--- config.mk ---
export PLATFORM = sky130hd
export DESIGN_NAME = vector_unit_pipeline_stage_tracker_core_flat
export DESIGN_NICKNAME = d
export VERILOG_FILES = /design/src/vupst_pkg.sv /design/src/vupst_if.sv /design/src/vector_unit_pipeline_stage_tracker_core.sv /design/src/flat_wrapper.sv
export SDC_FILE = /design/constraint.sdc
export NUM_CORES = 1
export LEC_CHECK = 0
export ABC_AREA = 1
export BUFFER_PORTS_ARGS = -buffer_cell sky130_fd_sc_hd__buf_2
export CAP_MARGIN = 10
export CORE_AREA = 3 3 80 82
export DETAILED_ROUTE_END_ITERATION = 12
export DIE_AREA = 0 0 83 85
export PLACE_DENSITY = 0.74
export SKIP_LAST_GASP = 1
export SLEW_MARGIN = 40
export SYNTH_ARGS = -nofsm -noshare
export SYNTH_HDL_FRONTEND = slang
export SYNTH_SLANG_ARGS = --single-unit
--- constraint.sdc ---
create_clock -name clock -period 1.9 [get_ports clock]
set_input_delay 0.19 -clock clock [delete_from_list [all_inputs] [get_ports clock]]
set_output_delay 0.19 -clock clock [all_outputs]
set_load 0.01 [all_outputs]
--- src/vupst_pkg.sv ---
package vupst_pkg;

   localparam int OpcodeWidth = 2;
   localparam int KindWidth   = 4;
   localparam int OpWidth     = 5;
   localparam int StageWidth  = 4;
   localparam int IndexWidth  = 6;

   typedef logic [KindWidth-1:0]  kind_type;
   typedef logic [OpWidth-1:0]    op_type;
   typedef logic [IndexWidth-1:0] index_type;

   typedef enum logic [OpcodeWidth-1:0] {
      OPC_ISSUE   = 2'd0,
      OPC_ADVANCE = 2'd1,
      OPC_QUERY   = 2'd2,
      OPC_SPARE   = 2'd3
   } opcode_type;

   typedef enum logic [StageWidth-1:0] {
      ST_M  = 4'd0,
      ST_T  = 4'd1,
      ST_X  = 4'd2,
      ST_Y  = 4'd3,
      ST_Z  = 4'd4,
      ST_S  = 4'd5,
      ST_IY = 4'd6,
      ST_IZ = 4'd7,
      ST_D  = 4'd8,
      ST_F  = 4'd9,
      ST_N  = 4'd10,
      ST_P  = 4'd11
   } stage_type;

   // unit kinds
   localparam kind_type K_FMAC   = 4'd0;
   localparam kind_type K_LSU    = 4'd1;
   localparam kind_type K_XGKICK = 4'd2;
   localparam kind_type K_FLAG   = 4'd3;
   localparam kind_type K_RANDOM = 4'd4;
   localparam kind_type K_IALU   = 4'd5;
   localparam kind_type K_BRANCH = 4'd6;
   localparam kind_type K_IREG   = 4'd7;
   localparam kind_type K_WAITQ  = 4'd8;
   localparam kind_type K_WAITP  = 4'd9;
   localparam kind_type K_VIFCTL = 4'd10;
   localparam kind_type K_FDIV   = 4'd11;
   localparam kind_type K_EFU    = 4'd12;

   // operation classes
   localparam op_type OP_FCSET  = 5'd1;
   localparam op_type OP_FSSET  = 5'd2;
   localparam op_type OP_RGET   = 5'd3;
   localparam op_type OP_RNEXT  = 5'd4;
   localparam op_type OP_DIV    = 5'd5;
   localparam op_type OP_SQRT   = 5'd6;
   localparam op_type OP_RSQRT  = 5'd7;
   localparam op_type OP_EATAN  = 5'd8;
   localparam op_type OP_EATNXY = 5'd9;
   localparam op_type OP_EATNXZ = 5'd10;
   localparam op_type OP_EEXP   = 5'd11;
   localparam op_type OP_ELENG  = 5'd12;
   localparam op_type OP_ERSADD = 5'd13;
   localparam op_type OP_ERSQRT = 5'd14;
   localparam op_type OP_ERCPR  = 5'd15;
   localparam op_type OP_ESQRT  = 5'd16;
   localparam op_type OP_ESUM   = 5'd17;
   localparam op_type OP_ERLENG = 5'd18;
   localparam op_type OP_ESADD  = 5'd19;
   localparam op_type OP_ESIN   = 5'd20;

   typedef enum logic [2:0] {
      PATH_TWO  = 3'd0,
      PATH_SIX  = 3'd1,
      PATH_IALU = 3'd2,
      PATH_FDIV = 3'd3,
      PATH_EFU  = 3'd4,
      PATH_NONE = 3'd5
   } path_type;

   typedef struct packed {
      index_type latency;
      logic      bad;
   } timing_type;

   function automatic path_type path_of(kind_type kind, op_type op);
      path_type p;
      case (kind)
         K_FMAC, K_LSU, K_XGKICK: p = PATH_SIX;
         K_FLAG:   p = (op == OP_FCSET || op == OP_FSSET) ? PATH_SIX : PATH_TWO;
         K_RANDOM: p = (op == OP_RGET || op == OP_RNEXT) ? PATH_SIX : PATH_TWO;
         K_IALU:   p = PATH_IALU;
         K_BRANCH, K_IREG, K_WAITQ, K_WAITP, K_VIFCTL: p = PATH_TWO;
         K_FDIV:   p = PATH_FDIV;
         K_EFU:    p = PATH_EFU;
         default:  p = PATH_NONE;
      endcase
      return p;
   endfunction

   function automatic timing_type issue_timing(kind_type kind, op_type op);
      timing_type t;
      t.latency = '0;
      t.bad     = 1'b0;
      if (kind == K_FDIV) begin
         case (op)
            OP_DIV, OP_SQRT: t.latency = 6'd6;
            OP_RSQRT:        t.latency = 6'd12;
            default:         t.bad = 1'b1;
         endcase
      end else if (kind == K_EFU) begin
         case (op)
            OP_EATAN, OP_EATNXY, OP_EATNXZ: t.latency = 6'd53;
            OP_EEXP:                        t.latency = 6'd43;
            OP_ELENG, OP_ERSADD, OP_ERSQRT: t.latency = 6'd17;
            OP_ERCPR, OP_ESQRT, OP_ESUM:    t.latency = 6'd11;
            OP_ERLENG:                      t.latency = 6'd23;
            OP_ESADD:                       t.latency = 6'd10;
            OP_ESIN:                        t.latency = 6'd28;
            default:                        t.bad = 1'b1;
         endcase
      end
      return t;
   endfunction

endpackage

--- src/vupst_if.sv ---
interface vupst_req_if
   import vupst_pkg::*;
();
   logic     valid;
   logic     ready;
   logic [OpcodeWidth-1:0] opcode;
   kind_type unit_type;
   op_type   operation;
   kind_type requested_type;

   modport source (output valid, output opcode, output unit_type, output operation,
                   output requested_type, input ready);
   modport sink   (input valid, input opcode, input unit_type, input operation,
                   input requested_type, output ready);
endinterface

interface vupst_rsp_if
   import vupst_pkg::*;
();
   logic      valid;
   logic      ready;
   logic [StageWidth-1:0] stage;
   index_type stage_count;
   logic      done_res;
   logic      done_next;
   logic      dest_ready;
   logic      hazard;
   logic      error;

   modport source (output valid, output stage, output stage_count, output done_res,
                   output done_next, output dest_ready, output hazard, output error,
                   input ready);
   modport sink   (input valid, input stage, input stage_count, input done_res,
                   input done_next, input dest_ready, input hazard, input error,
                   output ready);
endinterface

--- src/vector_unit_pipeline_stage_tracker_core.sv ---
// Follows one in-flight vector-unit instruction through its pipeline stages.
// Every request transfer (issue, advance or query) yields exactly one response
// transfer that describes the tracker state after that request. The state update
// and the response are computed in the same cycle the request is taken, so the
// response appears in the cycle after the request transfer; a new request is taken
// every clock as long as the response register is empty or being drained, which
// gives a sustained rate of one item per cycle. A stalled response holds the
// request side off only for as long as the single response register stays full.
module vector_unit_pipeline_stage_tracker_core
   import vupst_pkg::*;
(
   input  logic        clock,
   input  logic        reset,
   vupst_req_if.sink   req_if,
   vupst_rsp_if.source rsp_if
);

   // tracker state
   stage_type cur_stage_ff, cur_stage_in;
   index_type cur_index_ff, cur_index_in;
   index_type latency_ff,   latency_in;
   kind_type  kind_ff,      kind_in;
   op_type    op_class_ff,  op_class_in;
   logic      finished_ff,  finished_in;
   logic      bad_timing_ff, bad_timing_in;

   // response register
   logic      rsp_valid_ff, rsp_valid_in;
   stage_type rsp_stage_ff;
   index_type rsp_count_ff;
   logic      rsp_done_ff, rsp_done_next_ff, rsp_dest_ff, rsp_hazard_ff, rsp_error_ff;

   logic       take;
   opcode_type opcode;
   timing_type timing;
   path_type   path;
   stage_type  mid_stage, last_stage;
   logic       done_next_in, dest_ready_in, hazard_in;
   logic       at_last_count;

   // accept while the response slot is free or emptying this cycle
   assign req_if.ready = !rsp_valid_ff || rsp_if.ready;
   assign take         = req_if.valid && req_if.ready;
   assign opcode       = opcode_type'(req_if.opcode);
   assign timing       = issue_timing(req_if.unit_type, req_if.operation);
   assign path         = path_of(kind_ff, op_class_ff);

   // next tracker state
   always_comb begin
      cur_stage_in  = cur_stage_ff;
      cur_index_in  = cur_index_ff;
      latency_in    = latency_ff;
      kind_in       = kind_ff;
      op_class_in   = op_class_ff;
      finished_in   = finished_ff;
      bad_timing_in = bad_timing_ff;
      mid_stage     = (path == PATH_FDIV) ? ST_D : ST_N;
      last_stage    = (path == PATH_FDIV) ? ST_F : ST_P;

      if (take) begin
         case (opcode)
            OPC_ISSUE: begin
               kind_in       = req_if.unit_type;
               op_class_in   = req_if.operation;
               cur_stage_in  = ST_M;
               cur_index_in  = '0;
               finished_in   = 1'b0;
               latency_in    = timing.latency;
               bad_timing_in = timing.bad;
            end
            OPC_ADVANCE: begin
               case (path)
                  PATH_TWO: begin
                     cur_stage_in = ST_T;
                     finished_in  = 1'b1;
                  end
                  PATH_SIX: begin
                     case (cur_stage_ff)
                        ST_M: cur_stage_in = ST_T;
                        ST_T: cur_stage_in = ST_X;
                        ST_X: cur_stage_in = ST_Y;
                        ST_Y: cur_stage_in = ST_Z;
                        ST_Z: begin
                           cur_stage_in = ST_S;
                           finished_in  = 1'b1;
                        end
                        default: cur_stage_in = cur_stage_ff;
                     endcase
                  end
                  PATH_IALU: begin
                     case (cur_stage_ff)
                        ST_M:  cur_stage_in = ST_T;
                        ST_T:  cur_stage_in = ST_X;
                        ST_X:  cur_stage_in = ST_IY;
                        ST_IY: cur_stage_in = ST_IZ;
                        ST_IZ: begin
                           cur_stage_in = ST_S;
                           finished_in  = 1'b1;
                        end
                        default: cur_stage_in = cur_stage_ff;
                     endcase
                  end
                  PATH_FDIV, PATH_EFU: begin
                     // counted divider / function unit
                     if (cur_stage_ff == ST_M) begin
                        cur_stage_in = ST_T;
                     end else if (cur_stage_ff == ST_T) begin
                        cur_stage_in = mid_stage;
                        cur_index_in = index_type'(1);
                     end else if (cur_stage_ff == mid_stage && cur_index_ff < latency_ff) begin
                        cur_index_in = cur_index_ff + index_type'(1);
                     end else begin
                        cur_stage_in = last_stage;
                        cur_index_in = '0;
                        finished_in  = 1'b1;
                     end
                  end
                  default: cur_stage_in = cur_stage_ff;
               endcase
            end
            default: cur_stage_in = cur_stage_ff; // query and spare opcode
         endcase
      end
   end

   // response fields from the updated state
   always_comb begin
      at_last_count = cur_index_in == latency_in;
      case (path_of(kind_in, op_class_in))
         PATH_TWO:  done_next_in = cur_stage_in == ST_M;
         PATH_SIX:  done_next_in = cur_stage_in == ST_Z;
         PATH_IALU: done_next_in = cur_stage_in == ST_IZ;
         PATH_FDIV: done_next_in = cur_stage_in == ST_D && at_last_count;
         PATH_EFU:  done_next_in = cur_stage_in == ST_N && at_last_count;
         default:   done_next_in = 1'b0;
      endcase

      dest_ready_in = (kind_in == K_FMAC || kind_in == K_LSU || kind_in == K_RANDOM)
                      && cur_stage_in == ST_Z;

      // structural hazard against the requested kind
      if (req_if.requested_type == K_FDIV || req_if.requested_type == K_WAITQ) begin
         hazard_in = kind_in == K_FDIV;
      end else if (req_if.requested_type == K_EFU || req_if.requested_type == K_WAITP) begin
         hazard_in = kind_in == K_EFU && !(cur_stage_in == ST_N && at_last_count);
      end else begin
         hazard_in = 1'b0;
      end

      rsp_valid_in = take || (rsp_valid_ff && !rsp_if.ready);
   end

   always_ff @(posedge clock) begin
      if (reset) begin
         cur_stage_ff  <= ST_M;
         cur_index_ff  <= '0;
         latency_ff    <= '0;
         kind_ff       <= '0;
         op_class_ff   <= '0;
         finished_ff   <= 1'b0;
         bad_timing_ff <= 1'b0;
         rsp_valid_ff  <= 1'b0;
      end else begin
         cur_stage_ff  <= cur_stage_in;
         cur_index_ff  <= cur_index_in;
         latency_ff    <= latency_in;
         kind_ff       <= kind_in;
         op_class_ff   <= op_class_in;
         finished_ff   <= finished_in;
         bad_timing_ff <= bad_timing_in;
         rsp_valid_ff  <= rsp_valid_in;
      end
   end

   // response payload, loaded on every request transfer
   always_ff @(posedge clock) begin
      if (take) begin
         rsp_stage_ff     <= cur_stage_in;
         rsp_count_ff     <= cur_index_in;
         rsp_done_ff      <= finished_in;
         rsp_done_next_ff <= done_next_in;
         rsp_dest_ff      <= dest_ready_in;
         rsp_hazard_ff    <= hazard_in;
         rsp_error_ff     <= bad_timing_in;
      end
   end

   assign rsp_if.valid       = rsp_valid_ff;
   assign rsp_if.stage       = rsp_stage_ff;
   assign rsp_if.stage_count = rsp_count_ff;
   assign rsp_if.done_res    = rsp_done_ff;
   assign rsp_if.done_next   = rsp_done_next_ff;
   assign rsp_if.dest_ready  = rsp_dest_ff;
   assign rsp_if.hazard      = rsp_hazard_ff;
   assign rsp_if.error       = rsp_error_ff;

endmodule
--- src/flat_wrapper.sv ---
// flat-port wrapper written by rule: the top's interface ports become plain ports
module vector_unit_pipeline_stage_tracker_core_flat import vupst_pkg::*;
  (clock, reset, req_if_valid, req_if_opcode, req_if_unit_type, req_if_operation, req_if_requested_type, req_if_ready, rsp_if_valid, rsp_if_stage, rsp_if_stage_count, rsp_if_done_res, rsp_if_done_next, rsp_if_dest_ready, rsp_if_hazard, rsp_if_error, rsp_if_ready);
  vupst_req_if req_if_i ();
  vupst_rsp_if rsp_if_i ();
  input  logic clock;
  input  logic reset;
  input wire logic [$bits(req_if_i.valid)-1:0] req_if_valid;
  input wire logic [$bits(req_if_i.opcode)-1:0] req_if_opcode;
  input wire logic [$bits(req_if_i.unit_type)-1:0] req_if_unit_type;
  input wire logic [$bits(req_if_i.operation)-1:0] req_if_operation;
  input wire logic [$bits(req_if_i.requested_type)-1:0] req_if_requested_type;
  output wire logic [$bits(req_if_i.ready)-1:0] req_if_ready;
  output wire logic [$bits(rsp_if_i.valid)-1:0] rsp_if_valid;
  output wire logic [$bits(rsp_if_i.stage)-1:0] rsp_if_stage;
  output wire logic [$bits(rsp_if_i.stage_count)-1:0] rsp_if_stage_count;
  output wire logic [$bits(rsp_if_i.done_res)-1:0] rsp_if_done_res;
  output wire logic [$bits(rsp_if_i.done_next)-1:0] rsp_if_done_next;
  output wire logic [$bits(rsp_if_i.dest_ready)-1:0] rsp_if_dest_ready;
  output wire logic [$bits(rsp_if_i.hazard)-1:0] rsp_if_hazard;
  output wire logic [$bits(rsp_if_i.error)-1:0] rsp_if_error;
  input wire logic [$bits(rsp_if_i.ready)-1:0] rsp_if_ready;
  assign req_if_i.valid = req_if_valid;
  assign req_if_i.opcode = req_if_opcode;
  assign req_if_i.unit_type = req_if_unit_type;
  assign req_if_i.operation = req_if_operation;
  assign req_if_i.requested_type = req_if_requested_type;
  assign req_if_ready = req_if_i.ready;
  assign rsp_if_valid = rsp_if_i.valid;
  assign rsp_if_stage = rsp_if_i.stage;
  assign rsp_if_stage_count = rsp_if_i.stage_count;
  assign rsp_if_done_res = rsp_if_i.done_res;
  assign rsp_if_done_next = rsp_if_i.done_next;
  assign rsp_if_dest_ready = rsp_if_i.dest_ready;
  assign rsp_if_hazard = rsp_if_i.hazard;
  assign rsp_if_error = rsp_if_i.error;
  assign rsp_if_i.ready = rsp_if_ready;
  vector_unit_pipeline_stage_tracker_core u_core (.clock(clock), .reset(reset), .req_if(req_if_i), .rsp_if(rsp_if_i));
endmodule
* Word level (Yosys, flattened, before mapping) *
Index checks and enable logic that the tools add are counted.
W data, S select, Z words.

storage, ports and cells
  bits in registers = 43
  input port bits = 19
  output and inout bits = 17
  logic and storage cells = 177

operators by class
  add/sub/neg operators = 1
  $lt $le $gt $ge = 1
  equality and inequality tests = 75
  muxes and demuxes = 47
  reductions and logical operators = 38

operator list
  operator              number
  $eq A4 B4 Y1 const B  18
  $eq A4 B3 Y1 const B  13
  $mux W6               7
  $pmux W3 S7           2
  $pmux W6 S7           1
  $eq A5 B4 Y1 const B  8
  $pmux W4 S5           2
  $eq A5 B3 Y1 const B  5
  $eq A5 B5 Y1 const B  5
  $eq A4 B2 Y1 const B  6
  $mux W4               6
  $eq A5 B2 Y1 const B  4
  $reduce_or A3 Y1      6
  $logic_not A4 Y1      4
  $mux W1               16
  $pmux W4 S2           2
  $pmux W4 S4           1
  $mux W7               2
  $reduce_or A13 Y1     1
  $eq A3 B2 Y1 const B  4
  $eq A4 B1 Y1 const B  3
  $pmux W6 S2           1
  $eq A5 B1 Y1 const B  2
  $logic_or A1 B1 Y1    10
  other kinds (18)      33

* Logic depth before layout (Yosys ltp) *
Gate-level depths: netlist of run 1.

  depth after elaboration = 20
  depth in mapped cells = 19
  depth with buffers taken out = 19

* Worst setup path before layout of run 1 *
No wires, ideal clock.

  path kind = reg-to-reg
  start = register u_core.latency_ff[5]
  end = register u_core.rsp_hazard_ff (netlist: u_core.rsp_if.hazard), data pin
  library setup time = 0.254 ns
  data arrival time = 1.810 ns
  data required time = 1.646 ns
  slack = -0.163 ns
  stages on the path, launching flop included = 19
  buffers on the path = 0
  cell sequence = dfxtp_1 -> inv_1 -> ha_1 -> nand2_1 -> inv_1 -> nand2_1 -> nand2_1 -> a21oi_1 -> nand2_2 -> nand2_2 -> nand2_1 -> nand2_1 -> nand2_2 -> nand3_1 -> nand3_2 -> nor2_4 -> nand3_1 -> nand4_1 -> nand2_1

between the ends
  word-level cells in the longest chain between the ends = 14

ends and longest elaborated chain
  item                                          RTL line                                                                                        RTL
  start: declaration                            vector_unit_pipeline_stage_tracker_core.sv:21                                                   index_type latency_ff, latency_in;
  start signal: assignment                      vector_unit_pipeline_stage_tracker_core.sv:166                                                  latency_ff <= latency_in;
  $lt A6 B6 Y1                                  vector_unit_pipeline_stage_tracker_core.sv:110                                                  end else if (cur_stage_ff == mid_stage && cur_index_ff < latency_ff) begin
  $logic_and A1 B1 Y1                           vector_unit_pipeline_stage_tracker_core.sv:110
  $mux W4 or $mux W6 (tied branches)            vector_unit_pipeline_stage_tracker_core.sv:110
  $mux W4 or $mux W6 (tied branches)            vector_unit_pipeline_stage_tracker_core.sv:107                                                  end else if (cur_stage_ff == ST_T) begin
  $mux W4 or $mux W6 (tied branches)            vector_unit_pipeline_stage_tracker_core.sv:105                                                  if (cur_stage_ff == ST_M) begin
  $pmux W4 S4 or $mux W6 (tied branches)        vector_unit_pipeline_stage_tracker_core.sv:72                                                   case (path)
  $pmux W4 S2 or $pmux W6 S2 (tied branches)    vector_unit_pipeline_stage_tracker_core.sv:61                                                   case (opcode)
  $mux W4 or $mux W6 (tied branches)            vector_unit_pipeline_stage_tracker_core.sv:60                                                   if (take) begin
  $eq A4 B4 Y1 or $eq A6 B6 Y1 (tied branches)  vector_unit_pipeline_stage_tracker_core.sv:145, vector_unit_pipeline_stage_tracker_core.sv:128
  $logic_and A1 B1 Y1 *                         vector_unit_pipeline_stage_tracker_core.sv:145                                                  hazard_in = kind_in == K_EFU && !(cur_stage_in == ST_N && at_last_count);
  $logic_not A1 Y1 *                            vector_unit_pipeline_stage_tracker_core.sv:145
  $logic_and A1 B1 Y1 *                         vector_unit_pipeline_stage_tracker_core.sv:145
  $mux W1 *                                     vector_unit_pipeline_stage_tracker_core.sv:144                                                  end else if (req_if.requested_type == K_EFU || req_if.requested_type == K_WAITP) begin
  $mux W1 *                                     vector_unit_pipeline_stage_tracker_core.sv:142                                                  if (req_if.requested_type == K_FDIV || req_if.requested_type == K_WAITQ) begin
  via u_core.hazard_in                          vector_unit_pipeline_stage_tracker_core.sv:38                                                   logic done_next_in, dest_ready_in, hazard_in;
  end signal: assignment                        vector_unit_pipeline_stage_tracker_core.sv:183                                                  rsp_hazard_ff <= hazard_in;
  end: declaration                              vector_unit_pipeline_stage_tracker_core.sv:31                                                   logic rsp_done_ff, rsp_done_next_ff, rsp_dest_ff, rsp_hazard_ff, rsp_error_ff;

The timed path passes the listed nets; every way through them passes the cells marked *.
A chain may end at the register's enable or synchronous reset.

* Final worst setup path of run 1 *
  start = register u_core.latency_ff[1]
  end = register u_core.rsp_done_next_ff (netlist: u_core.rsp_if.done_next), data pin

between the ends
  word-level cells in the longest chain between the ends = 11

ends and longest elaborated chain
  item                                           RTL line                                                                                        RTL
  $lt A6 B6 Y1 *                                 vector_unit_pipeline_stage_tracker_core.sv:110
  $logic_and A1 B1 Y1 *                          vector_unit_pipeline_stage_tracker_core.sv:110
  $mux W6 *                                      vector_unit_pipeline_stage_tracker_core.sv:110
  $mux W6 *                                      vector_unit_pipeline_stage_tracker_core.sv:107
  $mux W6 *                                      vector_unit_pipeline_stage_tracker_core.sv:105
  $mux W6 *                                      vector_unit_pipeline_stage_tracker_core.sv:72
  $pmux W6 S2 *                                  vector_unit_pipeline_stage_tracker_core.sv:61
  $mux W6 *                                      vector_unit_pipeline_stage_tracker_core.sv:60
  via u_core.cur_index_in[2]                     vector_unit_pipeline_stage_tracker_core.sv:20                                                   index_type cur_index_ff, cur_index_in;
  $eq A6 B6 Y1 *                                 vector_unit_pipeline_stage_tracker_core.sv:128                                                  at_last_count = cur_index_in == latency_in;
  $logic_and A1 B1 Y1, on equally long branches  vector_unit_pipeline_stage_tracker_core.sv:134, vector_unit_pipeline_stage_tracker_core.sv:133
  $pmux W1 S5 *                                  vector_unit_pipeline_stage_tracker_core.sv:129                                                  case (path_of(kind_in, op_class_in))
  via u_core.done_next_in                        vector_unit_pipeline_stage_tracker_core.sv:38
  end signal: assignment                         vector_unit_pipeline_stage_tracker_core.sv:181                                                  rsp_done_next_ff <= done_next_in;
  end: declaration                               vector_unit_pipeline_stage_tracker_core.sv:31

Marks and branches as above.

==> impl_metrics.ini, run 1 <==
[power_and_ir_drop]
ir_drop_mv = 0.469
power.leakage_nw = 2.07
pwr-share-comb = 0.182
clockPowerShare = 0.344
p_per_area_nw_per_um2 = 502
power.switching_uw = 575
total_power_mw = 2.11
p_int_mw = 1.53
sw_frac_of_total = 0.273
seqPwrFrac = 0.474

[routing]
vias = 3414
wl_met3_um = 678
first_pass_iters = 7
drt-met1-wl_um = 3570
ant_nets = 0
wl_met2_um = 4450
top_layer = met4
finalWirelength_um = 8960
wl_per_cell_um = 13.8
drc = 0
avgViaCountPerCell = 5.24
drt-initial-drc-count = 397

[die]
die_w_um = 83
fp.dieH_um = 85
io_pins = 36
num_rows = 28
coreArea_um2 = 5820
dieArea_um2 = 7060
initial_core_util = 0.515

[yosys]
synth_top_area_frac = 0.187
syn_nets = 480
ys_seq_elements = 43
synthCells = 455
yosysSeqAreaShare = 0.337
synth_warnings = 0
netlist_area_um2 = 3000
ys_types = 38
yosysTopAreaCell = dfxtp_1
synthTopCellsByArea = dfxtp_1 (19%), nand2_1 (16%), edfxtp_1 (15%)
avgSynthCellArea_um2 = 6.59

[placement]
placed_area_um2 = 3790
gp_congestion = 0.959
preCtsSetupSlack_ns = -0.351
dpl.hpwl_um = 6310
port_buffers = 35
placedCellCount = 629

[clock_tree]
clock_sinks = 43
clock_tree.buffer_depth = 2
numCtsBuffers = 5
h-tree-depth = 2
cts-root-buf = clkbuf_8
clock_latency_ns = 0.30
cts_tree = yes
hold_buffers = 0
clk_pin_slew_worst_paths_ns = 0.09

[timing]
min_period_over_period = 1.18
fin_setup_tns_ns = -0.694
worstMarginPinSlew_ns = 0.484
final-max-slew-violation-count = 0
fmax_ghz = 0.447
setup_ws_ns = -0.339
hold_violations = 0
rsz0062_at_grt = yes
clock_skew_ns = 0.0139
slew_headroom = 0.674
fin_crit_ns = 2.24
holdWs_ns = 0.156
finalSetupViolCount = 4

[global_route]
grt_pass1_wl_um = 14300
antenna_found_initial = 0
grt_pass1_vias = 3159
track_usage = 0.245
grt_overflow_total = 0
grt_max_degree = 18

[critical_path]
crit_fanout = 4
startpoint_type = flip-flop
criticalPathCategory = reg2reg
crit_path_end_kind = flip-flop
cp.arrival_ns = 2.29
reg2reg_from = u_core.latency_ff[1]$_SDFF_PP0_
reg2reg_to = u_core.rsp_if.done_next$_DFFE_PP_
required_ns = 1.95
r2r_slack_ns = -0.34
reg2reg_depth = 17

[final_layout]
n_fill_cell = 455
antenna_cells = 0
num-nets-final = 600
area_growth_pct = 39.8
layout.cells.non_filler = 651
fin_area_um2 = 4190
layout-drive-gt1-share = 0.377
final_util = 0.721

[hold_path]
min_path_type = in2reg
worstHoldPathCells = 3
worstHoldStart = req_if_valid
min_to = u_core.rsp_if.valid$_SDFF_PP0_

[run_status]
violations = negative setup slack
status = complete, but fails checks

[run]
maxCapViolCount = 0
==> critical path, stage by stage, from the launching register on <==
cell	delay (ns)
dfxtp_2	0.34
inv_1	0.04
ha_1	0.29
nand2_1	0.09
nand2_2	0.08
a21oi_4	0.20
nand2_4	0.10
nand2_2	0.08
nand2_1	0.05
nand2_1	0.08
nand2_2	0.09
nand2_2	0.09
nand2_2	0.06
nand3_2	0.09
nor2_4	0.06
buf_4	0.13
nand4_1	0.06
nand4_1	0.07
==> final cells by class <==
cell class	instances	area (um2)	area share
multi-input combinational	330	1840	0.439
sequential	43	1030	0.245
timing repair buffer	123	848	0.202
inverter	72	273	0.0651
tap	75	93.8	0.0224
clock buffer	5	68.8	0.0164
clock inverter	3	38.8	0.00926
==> placed cells by master, fill, tap and decap left out, types with 6 or more instances in the layout <==
cell        n
inv_2      11
nand3_1    22
o21ai_0    18
nand2_1   113
nand2_4     6
buf_2      35
a21oi_1    18
dfxtp_1    17
edfxtp_1   15
nand4_1    11
nand3_2     8
inv_1      59
nand2_2    21
dfxtp_2    10
nor2_2      6
buf_4      87
nor2_1     52
nor2_4      6
==> flip-flops by register name (all words and copies together) (netlist names) <==
signal	flops
u_core.bad_timing_ff	1
u_core.cur_index_ff	6
u_core.cur_stage_ff	4
u_core.finished_ff	1
u_core.kind_ff	4
u_core.latency_ff	6
u_core.op_class_ff	5
u_core.rsp_if.dest_ready	1
u_core.rsp_if.done_next	1
u_core.rsp_if.done_res	1
u_core.rsp_if.error	1
u_core.rsp_if.hazard	1
u_core.rsp_if.stage	4
u_core.rsp_if.stage_count	6
u_core.rsp_if.valid	1
==> power by group through the flow <==
| stage | clock, mW | combinational [mW] | sequential (mW) |
|---|---|---|---|
| after floorplan | 0 | 0.188 | 1.03 |
| after global placement | 0 | 0.345 | 1.02 |
| after detailed placement | 0 | 0.352 | 1.02 |
| after CTS | 0.728 | 0.364 | 0.996 |
| after global routing | 0.760 | 0.424 | 1.00 |
| final | 0.724 | 0.384 | 0.997 |
==> logic make-up (layout without fill, tap and decap cells) <==
logic type / Yosys count / after routing / share of synthesized area
compound gates: 60 / 60 / 0.117
xor+xnor: 4 / 4 / 0.0117
fa+ha+maj: 6 / 6 / 0.0250
buf+inv: 82 / 203 / 0.109
flops: 43 / 43 / 0.337
simple gates: 260 / 260 / 0.400
==> layer usage <==
layer  vias to the layer above  global-route usage
li1                       1692                   -
met1                      1518               0.306
met3                        35              0.0359
met5                         -                   0
met2                       169               0.436
met4                         0              0.0788
==> timing repair <==
item | in CTS | in global routing
pin swaps | 20 | 14
buffers inserted | 5 | 9
gates resized for setup | 34 | 18
endpoints found under the setup margin | 4 | 12
==> worst max-delay path by stage <==
stage	startpoint	endpoint	depth (start not counted)
floorplan	u_core.latency_ff[5]$_SDFF_PP0_	u_core.rsp_if.hazard$_DFFE_PP_	18
global placement	u_core.latency_ff[5]$_SDFF_PP0_	u_core.rsp_if.hazard$_DFFE_PP_	16
detailed placement	u_core.latency_ff[5]$_SDFF_PP0_	u_core.rsp_if.hazard$_DFFE_PP_	18
CTS	u_core.latency_ff[3]$_SDFF_PP0_	u_core.rsp_if.hazard$_DFFE_PP_	19
global route	u_core.latency_ff[4]$_SDFF_PP0_	u_core.rsp_if.done_next$_DFFE_PP_	19
finish	u_core.latency_ff[1]$_SDFF_PP0_	u_core.rsp_if.done_next$_DFFE_PP_	17
==> cell usage after synthesis, drive strengths merged <==
cell type,n
o211ai,5
a21oi,20
a2bb2oi,1
nand3b,3
edfxtp,15
inv,71
o31ai,2
o21ai,27
a21boi,2
nand3,31
clkbuf,4
a311oi,1
a31oi,1
nand4,11
xor2,1
nor2,64
xnor2,3
buf,6
nor3,9
ha,6
dfxtp,28
and2,2
o2111ai,1
nand2,140
clkinv,1
No activity file was read; power rests on OpenSTA's default activity.
==> run 2: changes to the inputs <==
--- a/config.mk
+++ b/config.mk
@@ -8,10 +8,10 @@
 export ABC_AREA = 1
 export BUFFER_PORTS_ARGS = -buffer_cell sky130_fd_sc_hd__buf_2
 export CAP_MARGIN = 10
-export CORE_AREA = 3 3 80 82
+export CORE_AREA = 3 3 76 78
 export DETAILED_ROUTE_END_ITERATION = 12
-export DIE_AREA = 0 0 83 85
-export PLACE_DENSITY = 0.74
+export DIE_AREA = 0 0 79 81
+export PLACE_DENSITY = 0.78
 export SKIP_LAST_GASP = 1
 export SLEW_MARGIN = 40
 export SYNTH_ARGS = -nofsm -noshare
==> constraint.sdc (replaced) <==
create_clock -name clock -period 2.76 [get_ports clock]
set_input_delay 0.276 -clock clock [delete_from_list [all_inputs] [get_ports clock]]
set_output_delay 0.276 -clock clock [all_outputs]
set_load 0.01 [all_outputs]
==> impl_metrics.ini, run 2 (synthesis results as in run 1) <==
[run_status]
status = finished clean

[critical_path]
startpoint_type = flip-flop
critPathMostFrequentCell = nand2_1
critPathMaxStageDelay_ns = 0.43
crit_path_end_kind = flip-flop
reg2reg_depth = 17
path_delay_family = simple AND/OR/NAND/NOR gates
path_buf_inv = 0
slowest_stage = dfxtp_1
criticalPathCategory = reg2reg
required_ns = 2.82
reg2reg_to = u_core.rsp_if.hazard$_DFFE_PP_
reg2reg_from = u_core.cur_index_ff[3]$_SDFF_PP0_
worstPathCellList = ha_1 > nand2_1 > nand2_1 > nand2_1 > nand2_1 > a21oi_1 > nand2_2 > nand2_2 > nand2_1 > nand2_1 > nand2_2 > nand3_1 > nand3_2 > nor2_4 > nand3_1 > nand4_1 > nand2_1
r2r_slack_ns = 0.42
cp.arrival_ns = 2.40
crit_fanout = 6

[final_layout]
final_util = 0.646
antenna_cells = 0
layout-drive-gt1-share = 0.166
layout_common_cells = nand2_1 (125), inv_1 (65), nor2_1 (55)
num-nets-final = 513
area_growth_pct = 10.7
final_common_cell = nand2_1

[timing]
hold_violations = 0
rsz0062_at_grt = no
setup_ws_ns = 0.420
clock_skew_ns = 0.00961
worstMarginPinSlew_ns = 0.640
fmax_ghz = 0.427
fin_crit_ns = 2.34
slew_headroom = 0.573
min_period_over_period = 0.848
final-max-slew-violation-count = 0
finalSetupViolCount = 0
fin_setup_tns_ns = 0

[routing]
wl_met3_um = 471
vias = 2956
avgViaCountPerCell = 5.29
finalWirelength_um = 6890
ant_nets = 0
drt-initial-drc-count = 289
drc = 0
top_layer = met4
drt-met1-wl_um = 3170
wl_per_cell_um = 12.3
first_pass_iters = 5
wl_met2_um = 3170

[hold_path]
min_path_type = in2reg
min_to = u_core.rsp_if.valid$_SDFF_PP0_
worstHoldPathCells = 3
worstHoldStart = req_if_valid

[placement]
port_buffers = 35
preCtsSetupSlack_ns = 0.474
gp_congestion = 0.970
dpl.hpwl_um = 5300

[clock_tree]
cts_setup_buffers = 0
cts_tree = yes
cts_resized = 0
numCtsBuffers = 5
clock_sinks = 43
clk_pin_slew_worst_paths_ns = 0.09
h-tree-depth = 2
clock_tree.buffer_depth = 2
hold_buffers = 0
clock_latency_ns = 0.30
cts-root-buf = clkbuf_8

[die]
dieArea_um2 = 6400
die_w_um = 79
initial_core_util = 0.583
fp.dieH_um = 81
num_rows = 26
io_pins = 36
coreArea_um2 = 5140

[power_and_ir_drop]
total_power_mw = 1.36
p_per_area_nw_per_um2 = 411
ir_drop_mv = 0.295
power.leakage_nw = 1.59

[global_route]
grt_pass1_wl_um = 11900
grt_overflow_total = 0
track_usage = 0.232
grt_pass1_vias = 2607
antenna_found_initial = 0
grt_max_degree = 28

[run]
maxCapViolCount = 0
-- run 2: area by class of cell --
class | count | area, um2
fill | 479 | 1820
multi-input combinational | 330 | 1660
sequential | 43 | 1010
inverter | 72 | 270
timing repair buffer | 36 | 183
tap | 70 | 87.6
clock buffer | 5 | 68.8
clock inverter | 3 | 38.8
-- run 2: worst max-delay path by stage --
stage,endpoint,start,slack (ns),cells after the start
floorplan,u_core.rsp_if.hazard$_DFFE_PP_,u_core.latency_ff[5]$_SDFF_PP0_,0.70,18
global placement,u_core.rsp_if.hazard$_DFFE_PP_,u_core.latency_ff[5]$_SDFF_PP0_,0.53,16
detailed placement,u_core.rsp_if.hazard$_DFFE_PP_,u_core.cur_index_ff[3]$_SDFF_PP0_,0.47,17
CTS,u_core.rsp_if.hazard$_DFFE_PP_,u_core.cur_index_ff[3]$_SDFF_PP0_,0.46,17
global route,u_core.rsp_if.hazard$_DFFE_PP_,u_core.cur_index_ff[3]$_SDFF_PP0_,0.15,17
finish,u_core.rsp_if.hazard$_DFFE_PP_,u_core.cur_index_ff[3]$_SDFF_PP0_,0.42,17
-- run 2: worst register-to-register path, stage by stage, from the launching register on --
cell     delay, ns
dfxtp_1       0.43
ha_1          0.28
nand2_1       0.06
nand2_1       0.05
nand2_1       0.05
nand2_1       0.04
a21oi_1       0.24
nand2_2       0.14
nand2_2       0.09
nand2_1       0.05
nand2_1       0.08
nand2_2       0.07
nand3_1       0.08
nand3_2       0.09
nor2_4        0.13
nand3_1       0.09
nand4_1       0.08
nand2_1       0.05
-- run 2: through the flow --
step	cell area (um2)	hold WS (ns)	std cells
CTS	3320	0.241	559
global placement	3210	0.500	551
detailed placement	3210	0.510	551
floorplan	3000	0.410	455
finish	3320	0.250	559
global route	3320	0.254	559
-- run 2: routing by layer --
layer  GRT usage  vias up
li1            -     1524
met2       0.381      114
met5           0        -
met1       0.317     1308
met4      0.0533        0
met3      0.0443       10
-- run 2: power by group --
group / leakage, nW / internal (mW) / switching (mW)
Sequential: 0.379 / 0.677 / 0.0103
Combinational: 1.16 / 0.0640 / 0.131
Clock: 0.0556 / 0.265 / 0.218
==> run 3: changes to the inputs <==
--- a/config.mk
+++ b/config.mk
@@ -5,13 +5,13 @@
 export SDC_FILE = /design/constraint.sdc
 export NUM_CORES = 1
 export LEC_CHECK = 0
-export ABC_AREA = 1
+export ABC_AREA = 0
 export BUFFER_PORTS_ARGS = -buffer_cell sky130_fd_sc_hd__buf_2
 export CAP_MARGIN = 10
-export CORE_AREA = 3 3 76 78
+export CORE_AREA = 3 3 81 83
 export DETAILED_ROUTE_END_ITERATION = 12
-export DIE_AREA = 0 0 79 81
-export PLACE_DENSITY = 0.78
+export DIE_AREA = 0 0 84 86
+export PLACE_DENSITY = 0.74
 export SKIP_LAST_GASP = 1
 export SLEW_MARGIN = 40
 export SYNTH_ARGS = -nofsm -noshare
==> constraint.sdc (replaced) <==
create_clock -name clock -period 1.9 [get_ports clock]
set_input_delay 0.19 -clock clock [delete_from_list [all_inputs] [get_ports clock]]
set_output_delay 0.19 -clock clock [all_outputs]
set_load 0.01 [all_outputs]
==> impl_metrics.ini, run 3 <==
[critical_path]
crit_fanout = 6
startpoint_type = flip-flop
reg2reg_depth = 12
crit_path_start = u_core.latency_ff[4]$_SDFF_PP0_
slowest_stage = dfxtp_2
critPathMostFrequentCell = buf_4
crit_path_end_kind = flip-flop
worstPathCellList = inv_2 > ha_4 > a21o_1 > a2111oi_4 > buf_4 > o211ai_4 > o211ai_1 > xor2_1 > nand3b_1 > nor4_2 > buf_4 > a31oi_1
reg2reg_from = u_core.latency_ff[4]$_SDFF_PP0_
cp-endpoint = u_core.rsp_if.hazard$_DFFE_PP_
required_ns = 1.95
path_delay_family = compound AO/OA/AOI/OAI gates
path_buf_inv = 3
reg2reg_to = u_core.rsp_if.hazard$_DFFE_PP_
critPathMaxStageDelay_ns = 0.34
r2r_slack_ns = -0.88
cp.arrival_ns = 2.82
crit_cells = 12
criticalPathCategory = reg2reg

[yosys]
synth_warnings = 0
ys_types = 82
avgSynthCellArea_um2 = 8.73
synthMuxAreaShare = 0.0264
synth_adder_area_share = 0.0276
yosysMostFrequentCell = nor2_1
yosys.area_share.xor_xnor = 0.0308
synth_compound_area_frac = 0.253
ys_seq_elements = 43
netlist_area_um2 = 3080
synthFlopType = dfxtp_1
yosysTopAreaCell = dfxtp_1
synth_edf_count = 15
synth_simple_gate_area_share = 0.283
yosysSeqAreaShare = 0.328
synthArstFlopShare = 0
netlist_top_cells_count = nor2_1 (35), nand2_1 (30), dfxtp_1 (28)
syn_nets = 378
synth_top_area_frac = 0.182
synthCells = 353
synthTopCellsByArea = dfxtp_1 (18%), edfxtp_1 (15%), nor2_1 (4.3%)
synth_top_family_by_area = simple AND/OR/NAND/NOR gates

[timing]
holdWs_ns = 0.284
final-max-slew-violation-count = 0
clock_skew_ns = 0.00493
fmax_ghz = 0.360
setup_ws_ns = -0.876
fin_crit_ns = 2.78
worstMarginPinSlew_ns = 0.614
min_period_over_period = 1.46
slew_headroom = 0.591
hold_violations = 0
finalSetupViolCount = 25
rsz0062_at_grt = yes

[final_layout]
layout-drive-gt1-share = 0.448
final_common_cell = buf_4
area_growth_pct = 47.9
layout_common_cells = buf_4 (123), buf_2 (35), nor2_1 (32)
fin_area_um2 = 4560
layout.cells.non_filler = 577
antenna_cells = 0
num-nets-final = 526

[die]
io_pins = 36
initial_core_util = 0.521
die_w_um = 84
coreArea_um2 = 5920
num_rows = 28
dieArea_um2 = 7220
fp.dieH_um = 86

[clock_tree]
hold_buffers = 0
cts-root-buf = clkbuf_8
clock_tree.buffer_depth = 2
clk_pin_slew_worst_paths_ns = 0.08
clock_latency_ns = 0.31
h-tree-depth = 2
numCtsBuffers = 5
clock_sinks = 43
cts_tree = yes

[routing]
finalWirelength_um = 10400
first_pass_iters = 5
avgViaCountPerCell = 6.06
wl_per_cell_um = 18.1
ant_nets = 0
vias = 3495
drt-initial-drc-count = 316
drc = 0

[global_route]
antenna_found_initial = 0
grtUsageMet2 = 0.468
grt_overflow_total = 0
track_usage = 0.278
grt_pass1_wl_um = 16100
grt_max_degree = 29
grt_use_met1 = 0.357
grt_pass1_vias = 3313
grt.busiest_layer = met2
use_met3 = 0.0336

[run_status]
status = complete, but fails checks
violations = negative setup slack

[placement]
gp_congestion = 0.975
port_buffers = 35
dpl.hpwl_um = 7070
placed_area_um2 = 4170
placedCellCount = 555

[hold_path]
min_path_type = in2reg
worstHoldPathCells = 4

[run]
maxCapViolCount = 0

[power_and_ir_drop]
p_per_area_nw_per_um2 = 498
ir_drop_mv = 0.346
power.leakage_nw = 1.96
[run 3: how the worst min path moves through the flow]
stage,slack (ns),to,start
final,0.28,u_core.kind_ff[0]$_SDFF_PP0_,req_if_unit_type[0]
after floorplan,0.31,u_core.rsp_if.valid$_SDFF_PP0_,req_if_valid
after global routing,0.31,u_core.op_class_ff[1]$_SDFF_PP0_,req_if_operation[1]
after CTS,0.28,u_core.rsp_if.valid$_SDFF_PP0_,req_if_valid
after global placement,0.48,u_core.op_class_ff[0]$_SDFF_PP0_,u_core.op_class_ff[0]$_SDFF_PP0_
after detailed placement,0.50,u_core.op_class_ff[1]$_SDFF_PP0_,u_core.op_class_ff[1]$_SDFF_PP0_
[run 3: layer usage]
metal  wire length [um]  part of all wire
met5                  0                 0
met4                364             0.035
met3                744             0.071
met2               5030              0.48
met1               4290              0.41
[run 3: repair_timing]
item | in CTS | in global routing
buffers inserted | 12 | 3
endpoints found under the setup margin | 25 | 25
resized for setup | 22 | 10
pin swaps | 1 | 5
[run 3: where the power goes]
group / switching [mW] / internal (mW) / total, mW
Combinational: 0.238 / 0.219 / 0.457
Clock: 0.338 / 0.473 / 0.811
Sequential: 0.0188 / 0.982 / 1.00
Total: 0.595 / 1.67 / 2.27
[run 3: cell families after synthesis]
group / Yosys count
and+or+nand+nor: 150
AOI/OAI and AO/OA: 99
muxes: 8
buffers and inverters: 36
DFF: 43
xor gates and xnor gates: 10
adders and majority gates: 7
[run 3: area by class of cell]
cell class | instances | area [um2]
inverter | 15 | 57.6
timing repair buffer | 162 | 1160
sequential | 43 | 1020
multi-input combinational | 274 | 2100
clock inverter | 1 | 30.0
clock buffer | 7 | 97.6
fill | 405 | 1360
tap | 75 | 93.8
[run 3: worst min-delay path: stages]
cell     delay, ns
buf_2         0.11
buf_4         0.14
nand2_1       0.05
a21oi_1       0.06
[run 3: metrics by stage]
step / power (mW) / util / setup TNS [ns] / worst slack (ns)
after floorplan: 1.23 / - / -1.10 / -0.535
after global placement: 1.43 / 0.704 / -3.35 / -0.694
after detailed placement: 1.45 / 0.704 / -4.88 / -0.865
after CTS: 2.25 / 0.755 / -4.97 / -0.831
after global routing: 2.35 / 0.770 / -9.40 / -0.982
final: 2.27 / 0.770 / -7.27 / -0.876
